===== config.mk =====
export PLATFORM = sky130hd
export DESIGN_NAME = source_text_tokenizer
export DESIGN_NICKNAME = d
export VERILOG_FILES = /design/src/rtl/stt_pkg.sv /design/src/rtl/stt_front.sv /design/src/rtl/stt_queue.sv /design/src/rtl/stt_back.sv /design/src/rtl/source_text_tokenizer.sv
export SDC_FILE = /design/constraint.sdc
export NUM_CORES = 1
export LEC_CHECK = 0
export ABC_AREA = 1
export BUFFER_PORTS_ARGS = -buffer_cell sky130_fd_sc_hd__buf_2
export CAP_MARGIN = 20
export CORE_MARGIN = 1.5
export CORE_UTILIZATION = 30
export CTS_CLUSTER_SIZE = 10
export DETAILED_ROUTE_END_ITERATION = 6
export GPL_TIMING_DRIVEN = 0
export PLACE_DENSITY = 0.55
export RECOVER_POWER = 100
export SYNTH_ARGS = -nofsm -noshare
export SYNTH_HDL_FRONTEND = slang
export SYNTH_SLANG_ARGS = --single-unit

===== constraint.sdc =====
create_clock -name clk -period 9.42 [get_ports clk]
set_input_delay 0.942 -clock clk [delete_from_list [all_inputs] [get_ports clk]]
set_output_delay 0.942 -clock clk [all_outputs]
set_load 0.03 [all_outputs]

===== src/rtl/stt_pkg.sv =====
// Shared types, codes and helpers for the source text tokenizer.
// No dependencies; every other file in rtl/ uses this package.
package stt_pkg;

    localparam int NUMBER_BITS_DEF = 31;
    localparam int VALUE_W         = 31;
    localparam int Q_DEPTH         = 2;
    localparam int Q_PTR_W         = $clog2(Q_DEPTH);

    typedef enum logic [1:0] {
        MODE_IDLE = 2'd0,
        MODE_NUM  = 2'd1,
        MODE_STR  = 2'd2,
        MODE_ID   = 2'd3
    } scan_mode_t;

    localparam logic [3:0] KIND_NUM   = 4'd0;
    localparam logic [3:0] KIND_STR   = 4'd1;
    localparam logic [3:0] KIND_ID    = 4'd2;
    localparam logic [3:0] KIND_KW    = 4'd3;
    localparam logic [3:0] KIND_PLUS  = 4'd4;
    localparam logic [3:0] KIND_MINUS = 4'd5;
    localparam logic [3:0] KIND_MULT  = 4'd6;
    localparam logic [3:0] KIND_DIV   = 4'd7;
    localparam logic [3:0] KIND_SEMI  = 4'd8;
    localparam logic [3:0] KIND_CHAR  = 4'd9;

    // keyword match progress: characters matched, or dead once it cannot match
    localparam logic [2:0] KW_LEN  = 3'd3;
    localparam logic [2:0] KW_DEAD = 3'd4;

    typedef struct packed {
        logic [7:0] text_byte_in;
        logic       end_of_text;
    } stt_in_t;

    typedef struct packed {
        logic [3:0]         token_kind;
        logic [VALUE_W-1:0] number_value;
        logic [7:0]         text_char;
        logic               number_overflow;
        logic               last_of_item;
    } stt_out_t;

    // all results of one input byte
    typedef struct packed {
        logic     two;
        stt_out_t res_a;
        stt_out_t res_b;
    } stt_entry_t;

    typedef struct packed {
        logic       valid;
        stt_entry_t entry;
    } stt_push_t;

    typedef struct packed {
        logic       empty;
        stt_entry_t head;
    } stt_head_t;

    function automatic logic [7:0] kw_char(input logic [1:0] idx);
        logic [7:0] ch;
        unique case (idx)
            2'd0:    ch = 8'h6C;  // l
            2'd1:    ch = 8'h65;  // e
            2'd2:    ch = 8'h74;  // t
            default: ch = 8'h00;
        endcase
        return ch;
    endfunction

    function automatic stt_out_t mk_result(
        input logic [3:0]         kind,
        input logic [VALUE_W-1:0] value,
        input logic [7:0]         ch,
        input logic               ovf
    );
        stt_out_t r;
        r.token_kind      = kind;
        r.number_value    = value;
        r.text_char       = ch;
        r.number_overflow = ovf;
        r.last_of_item    = 1'b0;
        return r;
    endfunction

endpackage


===== src/rtl/stt_front.sv =====
// Front end: accepts text bytes, runs the scanner state and forms the
// results of each byte as one queue entry. Depends on stt_pkg.
module stt_front #(
    parameter int NUMBER_BITS = stt_pkg::NUMBER_BITS_DEF
) (
    input  logic              clk,
    input  logic              rst_n,
    input  logic              in_valid,
    output logic              in_stall,
    input  stt_pkg::stt_in_t  in_data,
    input  logic              full,
    output stt_pkg::stt_push_t push
);

    localparam int AW = NUMBER_BITS + 4;
    localparam logic [NUMBER_BITS-1:0] ACC_MAX = '1;

    localparam logic [7:0] CH_ZERO  = 8'h30;
    localparam logic [7:0] CH_NINE  = 8'h39;
    localparam logic [7:0] CH_QUOTE = 8'h22;
    localparam logic [7:0] CH_UNDER = 8'h5F;
    localparam logic [7:0] CH_PLUS  = 8'h2B;
    localparam logic [7:0] CH_MINUS = 8'h2D;
    localparam logic [7:0] CH_STAR  = 8'h2A;
    localparam logic [7:0] CH_SLASH = 8'h2F;
    localparam logic [7:0] CH_SEMI  = 8'h3B;
    localparam logic [7:0] CH_UC_A  = 8'h41;
    localparam logic [7:0] CH_UC_Z  = 8'h5A;
    localparam logic [7:0] CH_LC_A  = 8'h61;
    localparam logic [7:0] CH_LC_Z  = 8'h7A;

    stt_pkg::scan_mode_t    mode_reg, mode_next;
    logic [NUMBER_BITS-1:0] acc_reg, acc_next;
    logic                   sat_reg, sat_next;
    logic [2:0]             kwp_reg, kwp_next;

    logic                   accept;
    logic [7:0]             c;
    logic                   is_digit, is_alpha, is_word;
    logic                   op_hit;
    logic [3:0]             op_kind;
    logic [AW-1:0]          acc_x10;
    logic                   grow;
    logic                   to_idle;
    logic [1:0]             cnt;
    stt_pkg::stt_out_t      tok, res_a, res_b;

    function automatic logic [stt_pkg::VALUE_W-1:0] to_value(
        input logic [NUMBER_BITS-1:0] a
    );
        logic [NUMBER_BITS+stt_pkg::VALUE_W-1:0] w;
        w = {{stt_pkg::VALUE_W{1'b0}}, a};
        return w[stt_pkg::VALUE_W-1:0];
    endfunction

    assign in_stall = full;
    assign accept   = in_valid && !full;
    assign c        = in_data.text_byte_in;

    assign is_digit = (c >= CH_ZERO) && (c <= CH_NINE);
    assign is_alpha = ((c >= CH_UC_A) && (c <= CH_UC_Z)) || ((c >= CH_LC_A) && (c <= CH_LC_Z));
    assign is_word  = is_alpha || is_digit || (c == CH_UNDER);

    // acc * 10 + digit; any bit above the accumulator means overflow
    assign acc_x10 = ({4'b0000, acc_reg} << 3) + ({4'b0000, acc_reg} << 1) + AW'(c[3:0]);
    assign grow    = |acc_x10[AW-1:NUMBER_BITS];

    always_comb
    begin
        op_hit  = 1'b1;
        op_kind = stt_pkg::KIND_PLUS;
        unique case (c)
            CH_PLUS:  op_kind = stt_pkg::KIND_PLUS;
            CH_MINUS: op_kind = stt_pkg::KIND_MINUS;
            CH_STAR:  op_kind = stt_pkg::KIND_MULT;
            CH_SLASH: op_kind = stt_pkg::KIND_DIV;
            CH_SEMI:  op_kind = stt_pkg::KIND_SEMI;
            default:  op_hit  = 1'b0;
        endcase
    end

    always_comb
    begin
        mode_next = mode_reg;
        acc_next  = acc_reg;
        sat_next  = sat_reg;
        kwp_next  = kwp_reg;
        res_a     = '0;
        res_b     = '0;
        tok       = '0;
        cnt       = 2'd0;
        to_idle   = 1'b0;

        // high bytes leave the scanner untouched
        if (!c[7])
        begin
            unique case (mode_reg)
                stt_pkg::MODE_NUM:
                begin
                    if (is_digit)
                    begin
                        if (sat_reg || grow)
                        begin
                            acc_next = ACC_MAX;
                            sat_next = 1'b1;
                        end
                        else
                        begin
                            acc_next = acc_x10[NUMBER_BITS-1:0];
                        end
                    end
                    else
                    begin
                        tok = stt_pkg::mk_result(stt_pkg::KIND_NUM, to_value(acc_reg),
                                                 8'h00, sat_reg);
                        if (cnt == 2'd0) res_a = tok; else res_b = tok;
                        cnt       = cnt + 2'd1;
                        mode_next = stt_pkg::MODE_IDLE;
                        acc_next  = '0;
                        sat_next  = 1'b0;
                        kwp_next  = 3'd0;
                        to_idle   = 1'b1;
                    end
                end
                stt_pkg::MODE_STR:
                begin
                    if (c == CH_QUOTE)
                    begin
                        tok = stt_pkg::mk_result(stt_pkg::KIND_STR, '0, 8'h00, 1'b0);
                        mode_next = stt_pkg::MODE_IDLE;
                        acc_next  = '0;
                        sat_next  = 1'b0;
                        kwp_next  = 3'd0;
                    end
                    else
                    begin
                        tok = stt_pkg::mk_result(stt_pkg::KIND_CHAR, '0, c, 1'b0);
                    end
                    if (cnt == 2'd0) res_a = tok; else res_b = tok;
                    cnt = cnt + 2'd1;
                end
                stt_pkg::MODE_ID:
                begin
                    if (is_word)
                    begin
                        if ((kwp_reg < stt_pkg::KW_LEN) && (c == stt_pkg::kw_char(kwp_reg[1:0])))
                            kwp_next = kwp_reg + 3'd1;
                        else
                            kwp_next = stt_pkg::KW_DEAD;
                        tok = stt_pkg::mk_result(stt_pkg::KIND_CHAR, '0, c, 1'b0);
                        if (cnt == 2'd0) res_a = tok; else res_b = tok;
                        cnt = cnt + 2'd1;
                    end
                    else
                    begin
                        tok = stt_pkg::mk_result((kwp_reg == stt_pkg::KW_LEN) ?
                                                 stt_pkg::KIND_KW : stt_pkg::KIND_ID,
                                                 '0, 8'h00, 1'b0);
                        if (cnt == 2'd0) res_a = tok; else res_b = tok;
                        cnt       = cnt + 2'd1;
                        mode_next = stt_pkg::MODE_IDLE;
                        acc_next  = '0;
                        sat_next  = 1'b0;
                        kwp_next  = 3'd0;
                        to_idle   = 1'b1;
                    end
                end
                stt_pkg::MODE_IDLE:
                begin
                    to_idle = 1'b1;
                end
                default:
                begin
                    to_idle = 1'b1;
                end
            endcase
        end

        // start a new token; whitespace and unknown characters drop out here
        if (to_idle)
        begin
            if (is_digit)
            begin
                mode_next = stt_pkg::MODE_NUM;
                acc_next  = NUMBER_BITS'(c[3:0]);
                sat_next  = 1'b0;
            end
            else if (c == CH_QUOTE)
            begin
                mode_next = stt_pkg::MODE_STR;
            end
            else if (is_alpha || (c == CH_UNDER))
            begin
                mode_next = stt_pkg::MODE_ID;
                kwp_next  = (c == stt_pkg::kw_char(2'd0)) ? 3'd1 : stt_pkg::KW_DEAD;
                tok = stt_pkg::mk_result(stt_pkg::KIND_CHAR, '0, c, 1'b0);
                if (cnt == 2'd0) res_a = tok; else res_b = tok;
                cnt = cnt + 2'd1;
            end
            else if (op_hit)
            begin
                tok = stt_pkg::mk_result(op_kind, '0, 8'h00, 1'b0);
                if (cnt == 2'd0) res_a = tok; else res_b = tok;
                cnt = cnt + 2'd1;
            end
        end

        // flush the pending token after the last byte
        if (in_data.end_of_text)
        begin
            unique case (mode_next)
                stt_pkg::MODE_NUM:
                begin
                    tok = stt_pkg::mk_result(stt_pkg::KIND_NUM, to_value(acc_next),
                                             8'h00, sat_next);
                    if (cnt == 2'd0) res_a = tok; else res_b = tok;
                    cnt = cnt + 2'd1;
                end
                stt_pkg::MODE_STR:
                begin
                    tok = stt_pkg::mk_result(stt_pkg::KIND_STR, '0, 8'h00, 1'b0);
                    if (cnt == 2'd0) res_a = tok; else res_b = tok;
                    cnt = cnt + 2'd1;
                end
                stt_pkg::MODE_ID:
                begin
                    if (cnt == 2'd2)
                    begin
                        // number, char and identifier would not fit: fold the char
                        res_b = stt_pkg::mk_result(stt_pkg::KIND_ID, '0, res_b.text_char, 1'b0);
                    end
                    else
                    begin
                        tok = stt_pkg::mk_result((kwp_next == stt_pkg::KW_LEN) ?
                                                 stt_pkg::KIND_KW : stt_pkg::KIND_ID,
                                                 '0, 8'h00, 1'b0);
                        if (cnt == 2'd0) res_a = tok; else res_b = tok;
                        cnt = cnt + 2'd1;
                    end
                end
                stt_pkg::MODE_IDLE:
                begin
                end
                default:
                begin
                end
            endcase
            mode_next = stt_pkg::MODE_IDLE;
            acc_next  = '0;
            sat_next  = 1'b0;
            kwp_next  = 3'd0;
        end

        if (cnt == 2'd1)
            res_a.last_of_item = 1'b1;
        else if (cnt == 2'd2)
            res_b.last_of_item = 1'b1;
    end

    assign push.valid       = accept && (cnt != 2'd0);
    assign push.entry.two   = (cnt == 2'd2);
    assign push.entry.res_a = res_a;
    assign push.entry.res_b = res_b;

    always_ff @(posedge clk or negedge rst_n)
    begin
        if (!rst_n)
        begin
            mode_reg <= stt_pkg::MODE_IDLE;
            acc_reg  <= '0;
            sat_reg  <= 1'b0;
            kwp_reg  <= 3'd0;
        end
        else if (accept)
        begin
            mode_reg <= mode_next;
            acc_reg  <= acc_next;
            sat_reg  <= sat_next;
            kwp_reg  <= kwp_next;
        end
    end

`ifndef SYNTH
    a_sat_at_max: assert property (@(posedge clk) disable iff (!rst_n)
        sat_reg |-> (acc_reg == ACC_MAX))
        else $error("saturated number is not at its maximum");

    a_kw_only_in_ident: assert property (@(posedge clk) disable iff (!rst_n)
        (mode_reg == stt_pkg::MODE_ID) == (kwp_reg != 3'd0))
        else $error("keyword progress out of step with identifier mode");

    a_kw_range: assert property (@(posedge clk) disable iff (!rst_n)
        kwp_reg <= stt_pkg::KW_DEAD)
        else $error("keyword progress beyond dead code");
`endif

endmodule


===== src/rtl/stt_queue.sv =====
// Two-entry queue of per-byte result groups between front and back end.
// Depends on stt_pkg.
module stt_queue (
    input  logic               clk,
    input  logic               rst_n,
    input  stt_pkg::stt_push_t push,
    output logic               full,
    input  logic               pop,
    output stt_pkg::stt_head_t head
);

    localparam logic [stt_pkg::Q_PTR_W:0] DEPTH = (stt_pkg::Q_PTR_W + 1)'(stt_pkg::Q_DEPTH);
    localparam logic [stt_pkg::Q_PTR_W:0]   COUNT_ONE = (stt_pkg::Q_PTR_W + 1)'(1);
    localparam logic [stt_pkg::Q_PTR_W-1:0] PTR_ONE   = stt_pkg::Q_PTR_W'(1);

    stt_pkg::stt_entry_t           mem_reg [stt_pkg::Q_DEPTH];
    logic [stt_pkg::Q_PTR_W-1:0]   wr_ptr_reg, rd_ptr_reg;
    logic [stt_pkg::Q_PTR_W:0]     count_reg, count_next;
    logic                          do_push, do_pop;

    assign full       = (count_reg == DEPTH);
    assign head.empty = (count_reg == '0);
    assign head.head  = mem_reg[rd_ptr_reg];

    assign do_push = push.valid && !full;
    assign do_pop  = pop && !head.empty;

    always_comb
    begin
        count_next = count_reg;
        if (do_push && !do_pop)
            count_next = count_reg + COUNT_ONE;
        else if (do_pop && !do_push)
            count_next = count_reg - COUNT_ONE;
    end

    always_ff @(posedge clk)
    begin
        if (do_push)
            mem_reg[wr_ptr_reg] <= push.entry;
    end

    always_ff @(posedge clk or negedge rst_n)
    begin
        if (!rst_n)
        begin
            wr_ptr_reg <= '0;
            rd_ptr_reg <= '0;
            count_reg  <= '0;
        end
        else
        begin
            if (do_push)
                wr_ptr_reg <= wr_ptr_reg + PTR_ONE;
            if (do_pop)
                rd_ptr_reg <= rd_ptr_reg + PTR_ONE;
            count_reg <= count_next;
        end
    end

`ifndef SYNTH
    a_count_bound: assert property (@(posedge clk) disable iff (!rst_n)
        (count_reg <= DEPTH) && ((count_reg == '0) || (count_reg == DEPTH) ||
                                 (wr_ptr_reg != rd_ptr_reg)))
        else $error("queue count out of step with pointers");
`endif

endmodule


===== src/rtl/stt_back.sv =====
// Back end: walks each queued result group one result at a time into the
// output register. Depends on stt_pkg.
module stt_back (
    input  logic               clk,
    input  logic               rst_n,
    input  stt_pkg::stt_head_t head,
    output logic               pop,
    output logic               out_valid,
    input  logic               out_stall,
    output stt_pkg::stt_out_t  out_data
);

    stt_pkg::stt_out_t out_reg;
    logic              out_valid_reg;
    logic              half_reg, half_next;
    logic              load;

    // reload whenever the register is empty or its transfer completes
    assign load = !out_valid_reg || !out_stall;
    assign pop  = load && !head.empty && (half_reg || !head.head.two);

    always_comb
    begin
        half_next = half_reg;
        if (load && !head.empty)
            half_next = !pop;
    end

    always_ff @(posedge clk)
    begin
        if (load && !head.empty)
            out_reg <= half_reg ? head.head.res_b : head.head.res_a;
    end

    always_ff @(posedge clk or negedge rst_n)
    begin
        if (!rst_n)
        begin
            out_valid_reg <= 1'b0;
            half_reg      <= 1'b0;
        end
        else
        begin
            if (load)
                out_valid_reg <= !head.empty;
            half_reg <= half_next;
        end
    end

    assign out_valid = out_valid_reg;
    assign out_data  = out_reg;

`ifndef SYNTH
    a_half_has_entry: assert property (@(posedge clk) disable iff (!rst_n)
        half_reg |-> (out_valid_reg && !head.empty && head.head.two))
        else $error("second result pending without a two-result entry");
`endif

endmodule


===== src/rtl/source_text_tokenizer.sv =====
// Source text tokenizer, top level. The results of a byte, if any, are written into
// the two-entry queue when the byte is transferred and pass from there into the
// output register. One byte per cycle while the queue is not full; a byte with
// two results passes through the single output register one result at a time.
// Reset (rst_n low, asynchronous) returns the scanner to idle, empties the two-entry
// queue and drops out_valid. Depends on stt_pkg, stt_front, stt_queue and stt_back.
module source_text_tokenizer #(
    parameter int NUMBER_BITS = stt_pkg::NUMBER_BITS_DEF
) (
    input  logic              clk,
    input  logic              rst_n,
    input  logic              in_valid,
    output logic              in_stall,
    input  stt_pkg::stt_in_t  in_data,
    output logic              out_valid,
    input  logic              out_stall,
    output stt_pkg::stt_out_t out_data
);

    stt_pkg::stt_push_t push;
    stt_pkg::stt_head_t head;
    logic               full;
    logic               pop;

    stt_front #(
        .NUMBER_BITS (NUMBER_BITS)
    ) u_front (
        .clk      (clk),
        .rst_n    (rst_n),
        .in_valid (in_valid),
        .in_stall (in_stall),
        .in_data  (in_data),
        .full     (full),
        .push     (push)
    );

    stt_queue u_queue (
        .clk   (clk),
        .rst_n (rst_n),
        .push  (push),
        .full  (full),
        .pop   (pop),
        .head  (head)
    );

    stt_back u_back (
        .clk       (clk),
        .rst_n     (rst_n),
        .head      (head),
        .pop       (pop),
        .out_valid (out_valid),
        .out_stall (out_stall),
        .out_data  (out_data)
    );

endmodule


; ---- After elaboration in Yosys (flattened, before gate mapping)
; Memory sizes are Yosys's and may differ from the RTL's.
; Index checks and enable logic that the tools add are counted.
[word_totals]
input_bits = 13
out_inout_bits = 47
mem_bits_rw = 182
register_bits = 88
n_memories = 1
word_cells = 194
[classes]
order_cmp = 7
eq_ne = 23
n_mux = 102
addsub = 9
reduce_logical = 38
[memory_table]
columns = memory, depth, width, rd, rd_ports_with_merged_regs, write_ports, line_no
row1 = u_queue.mem_reg, 2, 91, 1, 0, 1, stt_queue.sv:16  ; stt_pkg::stt_entry_t mem_reg [stt_pkg::Q_DEPTH];
[op_table]
columns = op, count
row1 = $mux 45, 28
row2 = $pmux 45 s3, 3
row3 = $mux 31, 8
row4 = $pmux 31 s3, 1
row5 = $eq 8x6->1 const B, 6
row6 = $mux 41, 1
row7 = $mux 2, 19
row8 = $add 34x32->35, 1
row9 = $add 35x4->35, 1
row10 = $mux 3, 11
row11 = $mux 8, 3
row12 = $pmux 7 s3, 1
row13 = $mux 1, 20
row14 = $eq 2x2->1 const B, 8
row15 = $eq 8x7->1 const B, 2
row16 = $ge 8x7->1 const B, 2
row17 = $le 8x7->1 const B, 2
row18 = $pmux 4 s4, 1
row19 = $logic_and 1x1->1, 12
row20 = $logic_not 2->1, 5
row21 = $pmux 3 s3, 1
row22 = $eq 2x1->1 const B, 4
row23 = $eq 8x8->1, 1
row24 = $ge 8x6->1 const B, 1
row25 = other kinds (16), 37

; ---- Logic depth before layout (Yosys ltp)
; Gate-level depths: netlist (run 1).
[logic_depth]
depth_word = 26
mapped_depth = 26
mapped_depth_nobuf = 25

; ---- Cells and area by module
; A second synthesis (run 1) with hierarchy kept.
[hier_totals]
cells_unflattened = 1933
area_unflattened_um2 = 15894.0
[by_module_without_submodules]
columns = mod, cells_per_inst, area_each_um2, seq_area_each_um2, n_inst
row1 = stt_front, 1223, 7005.5, 925.9, 1
row2 = stt_queue, 507, 6867.8, 5565.3, 1
row3 = stt_back, 203, 2020.7, 1401.3, 1

; ---- Least setup slack after synthesis (run 1)
; OpenSTA, ideal clock, no wires.
[synth_path]
path_type = input to register
startpoint = input in_data[8] (netlist name)
endpoint = memory u_queue.mem_reg[1][0] (netlist name), enable pin
stages = 19
setup_ns = 0.540
required_ns = 8.880
arrival_ns = 7.076
path_buffers = 1
setup_slack_ns = 1.804
path_cell_list = buf_2 -> nor2_1 -> nand2_1 -> a21oi_4 -> nor2_2 -> nor2_2 -> nor2_4 -> nor2_1 -> a21oi_1 -> nand2_1 -> inv_1 -> ha_1 -> nor2_1 -> clkinv_1 -> nand2_1 -> nand2_1 -> nand2_1 -> nand2_2 -> nor2_1
[synth_via]
elab_chain_cells = 21
elab_cells_between_ends = 58
cone_classes = add/sub: 2 / order compare: 6 / eq/ne: 11 / mux: 27 / reduce/logical: 12
[synth_lines]
columns = element, line_no
row1 = "start, declared", source_text_tokenizer.sv:14  ; input stt_pkg::stt_in_t in_data,
row2 = "parallel branches: the longest is 15 deep, another holds $ge 8x6->1", n/a
row3 = $mux 2 *, stt_front.sv:209  ; if (in_data.end_of_text)
row4 = $reduce_bool 2->1 *, stt_front.sv:260  ; assign push.valid = accept && (cnt != 2'd0);
row5 = $logic_and 1x1->1 *, stt_front.sv:260
row6 = $logic_and 1x1->1 *, stt_queue.sv:25  ; assign do_push = push.valid && !full;
row7 = $mux 1 *, stt_queue.sv:39  ; if (do_push)
row8 = $mux 1 (not written as such) *, stt_queue.sv:40  ; mem_reg[wr_ptr_reg] <= push.entry;
row9 = "end, declared", stt_queue.sv:16
; Every way passes the cells marked *.

; ---- Worst setup path after layout (run 1)
[layout_path]
startpoint = input in_data[4] (netlist name)
endpoint = memory u_queue.mem_reg[0][71] (netlist name), enable pin
; The elaborated chain is that of the path after synthesis.

==> metrics.txt, run 1 <==
status finished, violations left; DIE WIDTH between 200 and 250 um; # clock sinks ~270; critical path startpoint category input pin; setup slack, reg-to-reg approximately 3.7 ns; post-CTS setup buffer count 0; Routed Antenna Nets 0; Worst Reg-to-Reg Cells 18; router iterations before antenna repair 5; Hold Path Stages 2; fill cell count roughly 5,100; Die Y between 200 and 250 um; power per cell area just under 300 nW/um2; Root Buffer clkbuf_16; top-area cell type share of the netlist area 0.454; clk_skew ~0.022 ns; CORE AREA around 49,000 um2; Yosys warning count 0; EDFF count, synth 225; hold crit path type reg -> reg; layout cells sized above 1 0.0571; Synth cell types 50; Layout Utilization 0.344; final instance area 16,800 um2; cts hold-fix bufs 0; CTS max path bufs 3; footprint of the multi-input gates between 5000 and 6000 um2; Min Hold Slack approximately 0.47 ns; hpwl dp between 30,000 and 40,000 um; htree depth 1; LEAKAGE ~7.1 nW; Post-Place Cells between 2,000 and 2,500; first-pass GRT wire length approximately 66,000 um; fin crit period between 6 and 7 ns; Req. time, crit path 9.66 ns; final count of pins violating max slew 83; Setup CP Type in -> reg; post-CTS sizing 0; CP arrival about 7 ns; Port Buf Inserts 57; vias in the first global route ~12,000; grt total ovfl 0; Final Instance Count excl. Fillers ~2,500; commonest cells in the netlist nand2_1, edfxtp_1, nor2_1; Reg area between 7000 and 8000 um2; total global-route track usage 0.167; DRT iter0 DRCs slightly above 800; Post-synth ARST share 0.160; most common flop cell mapped by yosys edfxtp_1; final setup violation count 0; num rows a little over 80; R2R Path End u_queue.mem_reg[1][71]; Placement Cell Area between 15,000 and 20,000 um2; RSZ-0062 raised after global routing false; IO Pins 60; hold endpoint u_queue.wr_ptr_reg; DRC 0; area grow syn2layout 13.2%; HP Start u_queue.wr_ptr_reg; post-synthesis sequential area ratio 0.526; GPL Wtd Cong between 0.9 and 1; post-route clock period utilization 0.699; initial antenna violation count 0; Reg-to-Reg Start u_front.mode_reg[1]; peak supply drop 0.118 mV; Max Cap Viol 3; worst setup path startpoint in_data[4]; max_slew headroom -0.420; final net count around 1,900; Area contributors post-synth edfxtp_1, nand2_1, dfrtp_1, ha_1, o21ai_0; clk_lat worst skew about 0.58 ns; drt wl/cell approximately 17 um; via density per instance ~4.8; Max Fclk 0.152 GHz; measured slew at the worst slew-check pin about 2.1 ns; pin count of the biggest net entering global routing 67; max FFs per register 180; CTS clk-pin slew, worst paths roughly 0.050 ns; dominant cell type by area after synthesis edfxtp_1; Initial Utilization 0.304; total die area 51,000 um2; synthesized instance count around 1,700; WL final about 42,000 um; CTS buffer count 31; failing checks capacitance limit, slew limit; CP Capture Type flop; number of synthesized register bits between 200 and 300; most frequent cell after synthesis nand2_1; synthesized area between 10,000 and 15,000 um2; post-synthesis area per instance between 8 and 9 um2; CP max FO 66; # diodes 0; CTS tree yes; Vias between 10,000 and 15,000; Final Hold Vio Count 0
[cells in the final DEF, fill, tap and decap left out, types with 3 or more instances in the layout]
cell,Yosys,layout
inv_2,5,3
nor3_1,19,19
a22oi_1,6,6
o21ai_2,4,3
o22ai_1,57,57
clkbuf_1,44,117
a31oi_1,6,6
nand2_2,15,9
nor2_2,7,3
nand2_4,4,3
nor2_1,188,194
and3_1,3,3
o21bai_1,3,3
clkbuf_16,0,31
xor2_1,8,8
buf_1,4,4
ha_1,75,75
buf_6,5,5
conb_1,1,4
dfrtp_1,43,43
inv_1,167,168
buf_2,3,10
edfxtp_1,225,225
xnor2_1,10,10
a21oi_1,49,51
nand2_1,397,404
nand3_1,75,82
nand3_2,13,6
nor4_1,4,4
o21ai_0,167,171
clkinv_1,3,5
clkbuf_8,0,3
o21ai_1,9,6
buf_4,5,5
nand4_1,9,9
or2_2,9,9
[worst max-delay path: stages]
cell and delay, ns:
clkbuf_1 0.40, inv_1 0.21, nand4_1 0.16, nand2_1 0.06, a21oi_1 0.45, nor2_1 0.16, nor2_1 0.27, nor2_1 0.19
nor2_1 0.26, a21oi_1 0.07, nand2_1 0.15, inv_1 0.09, ha_1 0.20, nor2_1 0.47, clkinv_1 0.41, a21oi_1 0.22
nand2_1 0.10, nand2_1 0.09, nand2_1 0.07, nand3_1 0.12, clkinvlp_2 1.02, buf_16 0.60
[worst max-delay path by stage]
stage                             endpoint  slack, ns  cells after the start
finish              u_queue.mem_reg[0][71]       2.84                     22
global route        u_queue.mem_reg[0][71]       2.27                     22
CTS                 u_queue.mem_reg[0][84]       4.25                     19
detailed placement  u_queue.mem_reg[0][84]       3.67                     19
global placement    u_queue.mem_reg[1][69]      -1.31                     20
floorplan            u_queue.mem_reg[1][0]       1.80                     19
[stage by stage]
step / setup TNS, ns / total power, W / worst slack (ns)
2_1_floorplan: 0 / 0.00322 / 1.80
6_report: 0 / 0.00489 / 2.84
4_1_cts: 0 / 0.00500 / 4.25
5_1_grt: 0 / 0.00522 / 2.27
3_5_place_dp: 0 / 0.00390 / 3.67
3_3_place_gp: -115.21 / 0.00387 / -1.31
[layout make-up]
class	instances	share of cell area
clock inverter	3	0.000966
multi-input combinational	1161	0.356
clock buffer	54	0.0530
timing repair buffer	63	0.0194
sequential	268	0.465
inverter	176	0.0394
buffer	62	0.0173
tap	664	0.0493
[metal layers]
metal,part of all wire,GRT usage
met2,0.47,0.276
met4,0.030,0.0611
met1,0.46,0.225
met3,0.048,0.0177
met5,0,0
[logic make-up (layout without fill, tap and decap cells)]
kind of cell,Yosys count,in the layout,synth area share
mux,1,1,0.000672
flops,268,268,0.526
xor+xnor,18,18,0.0106
fa+ha+maj,77,77,0.0657
buf+inv,238,358,0.0653
simple gates,749,749,0.216
compound gates,312,312,0.116
other cells,1,4,0.000252
[power breakdown]
| group | internal (W) | leakage (nW) | switching (W) |
|---|---|---|---|
| sequential | 0.00174 | 2.70 | 0.000137 |
| combinational | 0.000509 | 3.98 | 0.00141 |
| clock | 0.000633 | 0.435 | 0.000457 |
No activity file was read; power rests on OpenSTA's default activity.
==> inputs of run 2 (changes only) <==
--- a/config.mk
+++ b/config.mk
@@ -13,7 +13,7 @@
 export CTS_CLUSTER_SIZE = 10
 export DETAILED_ROUTE_END_ITERATION = 6
 export GPL_TIMING_DRIVEN = 0
-export PLACE_DENSITY = 0.55
+export PLACE_DENSITY = 0.56
 export RECOVER_POWER = 100
 export SYNTH_ARGS = -nofsm -noshare
 export SYNTH_HDL_FRONTEND = slang
==> constraint.sdc (replaced) <==
create_clock -name clk -period 5.32 [get_ports clk]
set_input_delay 0.532 -clock clk [delete_from_list [all_inputs] [get_ports clk]]
set_output_delay 0.532 -clock clk [all_outputs]
set_load 0.03 [all_outputs]
==> metrics.txt, run 2 (synthesis results as in run 1) <==
status finished, violations left (unchanged); failing checks capacitance limit, slew limit (unchanged); LEAKAGE 7.11 nW (about the same); Max Cap Viol 2 (was 3); # clock sinks 268 (unchanged); Die Y 226 um (unchanged); # diodes 0 (unchanged); Port Buf Inserts 57 (unchanged); WL final 42,200 um (was 42,000 um); max_slew headroom -0.387 (was -0.420); fin crit period 5.00 ns; most common cell after layout, fill and taps aside nand2_1 (unchanged); hpwl dp 30,600 um (was 30,800 um); crit path capture u_queue.mem_reg[0][84] (was u_queue.mem_reg[0][71]); worst setup path startpoint in_data[4] (unchanged); CTS clk-pin slew, worst paths 0.06 ns (was 0.05 ns); HP Start out_stall (was u_queue.wr_ptr_reg); cts hold-fix bufs 1 (was 0); router iterations before antenna repair 5 (unchanged); RSZ-0062 raised after global routing false (unchanged); Routed Antenna Nets 0 (unchanged); DRC 0 (unchanged); fill cell count 5,111 (was 5,055); CORE AREA 49,000 um2 (unchanged); Worst Reg-to-Reg Cells 19 (was 18); IO Pins 60 (unchanged); vias in the first global route 11,700 (about the same); max FFs per register 180 (unchanged); area grow syn2layout 13.2% (unchanged); commonest non-fill, non-tap cells in the layout nand2_1, edfxtp_1, nor2_1, o21ai_0, inv_1 (unchanged); num rows 81 (unchanged); clk_lat worst skew 0.57 ns (was 0.58 ns); setup slack, reg-to-reg 0.45 ns (was 3.72 ns); via density per instance 4.92 (was 4.85); Root Buffer clkbuf_16 (unchanged); CTS tree yes (unchanged); Setup CP Type in -> reg (unchanged); Post-Place Cells 2,394 (unchanged); post-route clock period utilization 0.940; critical path startpoint category input pin (unchanged); CTS buffer count 31 (unchanged); Layout Utilization 0.344 (unchanged); total global-route track usage 0.165 (was 0.167); Final Hold Vio Count 0 (unchanged); Vias 12,100 (was 11,900); DRT iter0 DRCs 861 (was 806); Reg area 7830 um2 (unchanged); htree depth 1 (unchanged); grt total ovfl 0 (unchanged); layout cells sized above 1 0.0593 (was 0.0571); CP max FO 10 (was 66); Initial Utilization 0.304 (unchanged); hold crit path type in -> reg (was reg -> reg); final setup violation count 0 (unchanged); GPL Wtd Cong 0.970 (was 0.927); total die area 51,000 um2 (unchanged); peak supply drop 0.259 mV (was 0.118 mV); footprint of the multi-input gates 5990 um2 (about the same); Reg-to-Reg Start u_front.mode_reg[1] (unchanged); post-CTS setup buffer count 0 (unchanged); post-CTS sizing 0 (unchanged); CTS max path bufs 3 (unchanged); drt wl/cell 17.2 um (was 17.1 um); first-pass GRT wire length 65,600 um (was 66,000 um); Final Instance Count excl. Fillers 2,453 (was 2,451); CP Capture Type flop (unchanged); Req. time, crit path 5.60 ns (was 9.66 ns); initial antenna violation count 0 (unchanged); R2R Path End u_queue.mem_reg[0][70] (was u_queue.mem_reg[1][71]); pin count of the biggest net entering global routing 65 (was 67); power per cell area 515 nW/um2 (was 290 nW/um2); measured slew at the worst slew-check pin 2.08 ns (was 2.13 ns); clk_skew 0.0216 ns (was 0.0225 ns); final count of pins violating max slew 60 (was 83); CP arrival 5.28 ns (was 6.82 ns); Max Fclk approximately 0.2 GHz; final net count 1,854 (was 1,853); DIE WIDTH 226 um (unchanged)
run 2: changes by cell type in the layout (fill, tap and decap cells not counted), moves of 2 or more:
cell      change
buf_2         +2
buf_16        -2
clkbuf_8      -2
nand3_2       -5
nor2_2        +3
nor2_1        -4
nand3_1       +5
run 2: worst max-delay path: stages:
cell and delay (ns):
buf_2 0.23, inv_2 0.10, nand4_1 0.12, nand2_1 0.09, a21oi_4 0.24, nor2_2 0.09, nor2_1 0.21, nor2_1 0.20
nor2_1 0.26, a21oi_1 0.07, nand2_1 0.14, inv_1 0.09, ha_1 0.20, nor2_1 0.44, clkinv_1 0.39, nor2_2 0.53
inv_1 0.41, clkbuf_1 0.32, o21ai_0 0.61
run 2: power breakdown:
part           switching [W]  internal, W  total, W
sequential          0.000253      0.00308   0.00334
clock               0.000811      0.00115   0.00196
combinational        0.00251     0.000875   0.00338
run 2: how the worst min path moves through the flow:
stage | end | slack (ns) | depth (start not counted)
finish | u_back.out_valid | 0.18 | 3
global route | u_back.out_valid | 0.19 | 3
CTS | u_back.out_valid | 0.15 | 3
detailed placement | u_back.out_valid | 0.49 | 2
global placement | u_queue.wr_ptr_reg | 0.45 | 2
floorplan | u_back.half_reg | 0.24 | 0
run 2: layout make-up:
class,count,area share
plain buffers,62,0.0183
clock buffers,54,0.0518
clock inverters,4,0.00282
inverters,176,0.0395
multi-input cells,1161,0.355
flip-flops and latches,268,0.465
well taps,664,0.0493
repair buffers,64,0.0178
run 2: layer usage:
metal	global-route usage	vias to the layer above	share of wire
li1	-	5858	-
met1	0.222	5765	0.44
met2	0.277	393	0.47
met3	0.0157	62	0.060
met4	0.0524	0	0.026
met5	0	-	0
run 2: per-stage QoR:
stage	power [W]	instance area, um2	hold slack [ns]	TNS [ns]	worst slack [ns]
global route	0.00924	16800	0.185	0	0.164
finish	0.00868	16800	0.178	0	0.321
floorplan	0.00569	14900	0.236	0	0.189
CTS	0.00888	17100	0.154	0	0.662
global placement	0.00683	16000	0.454	-215.44	-1.59
detailed placement	0.00691	16200	0.487	0	0.0636
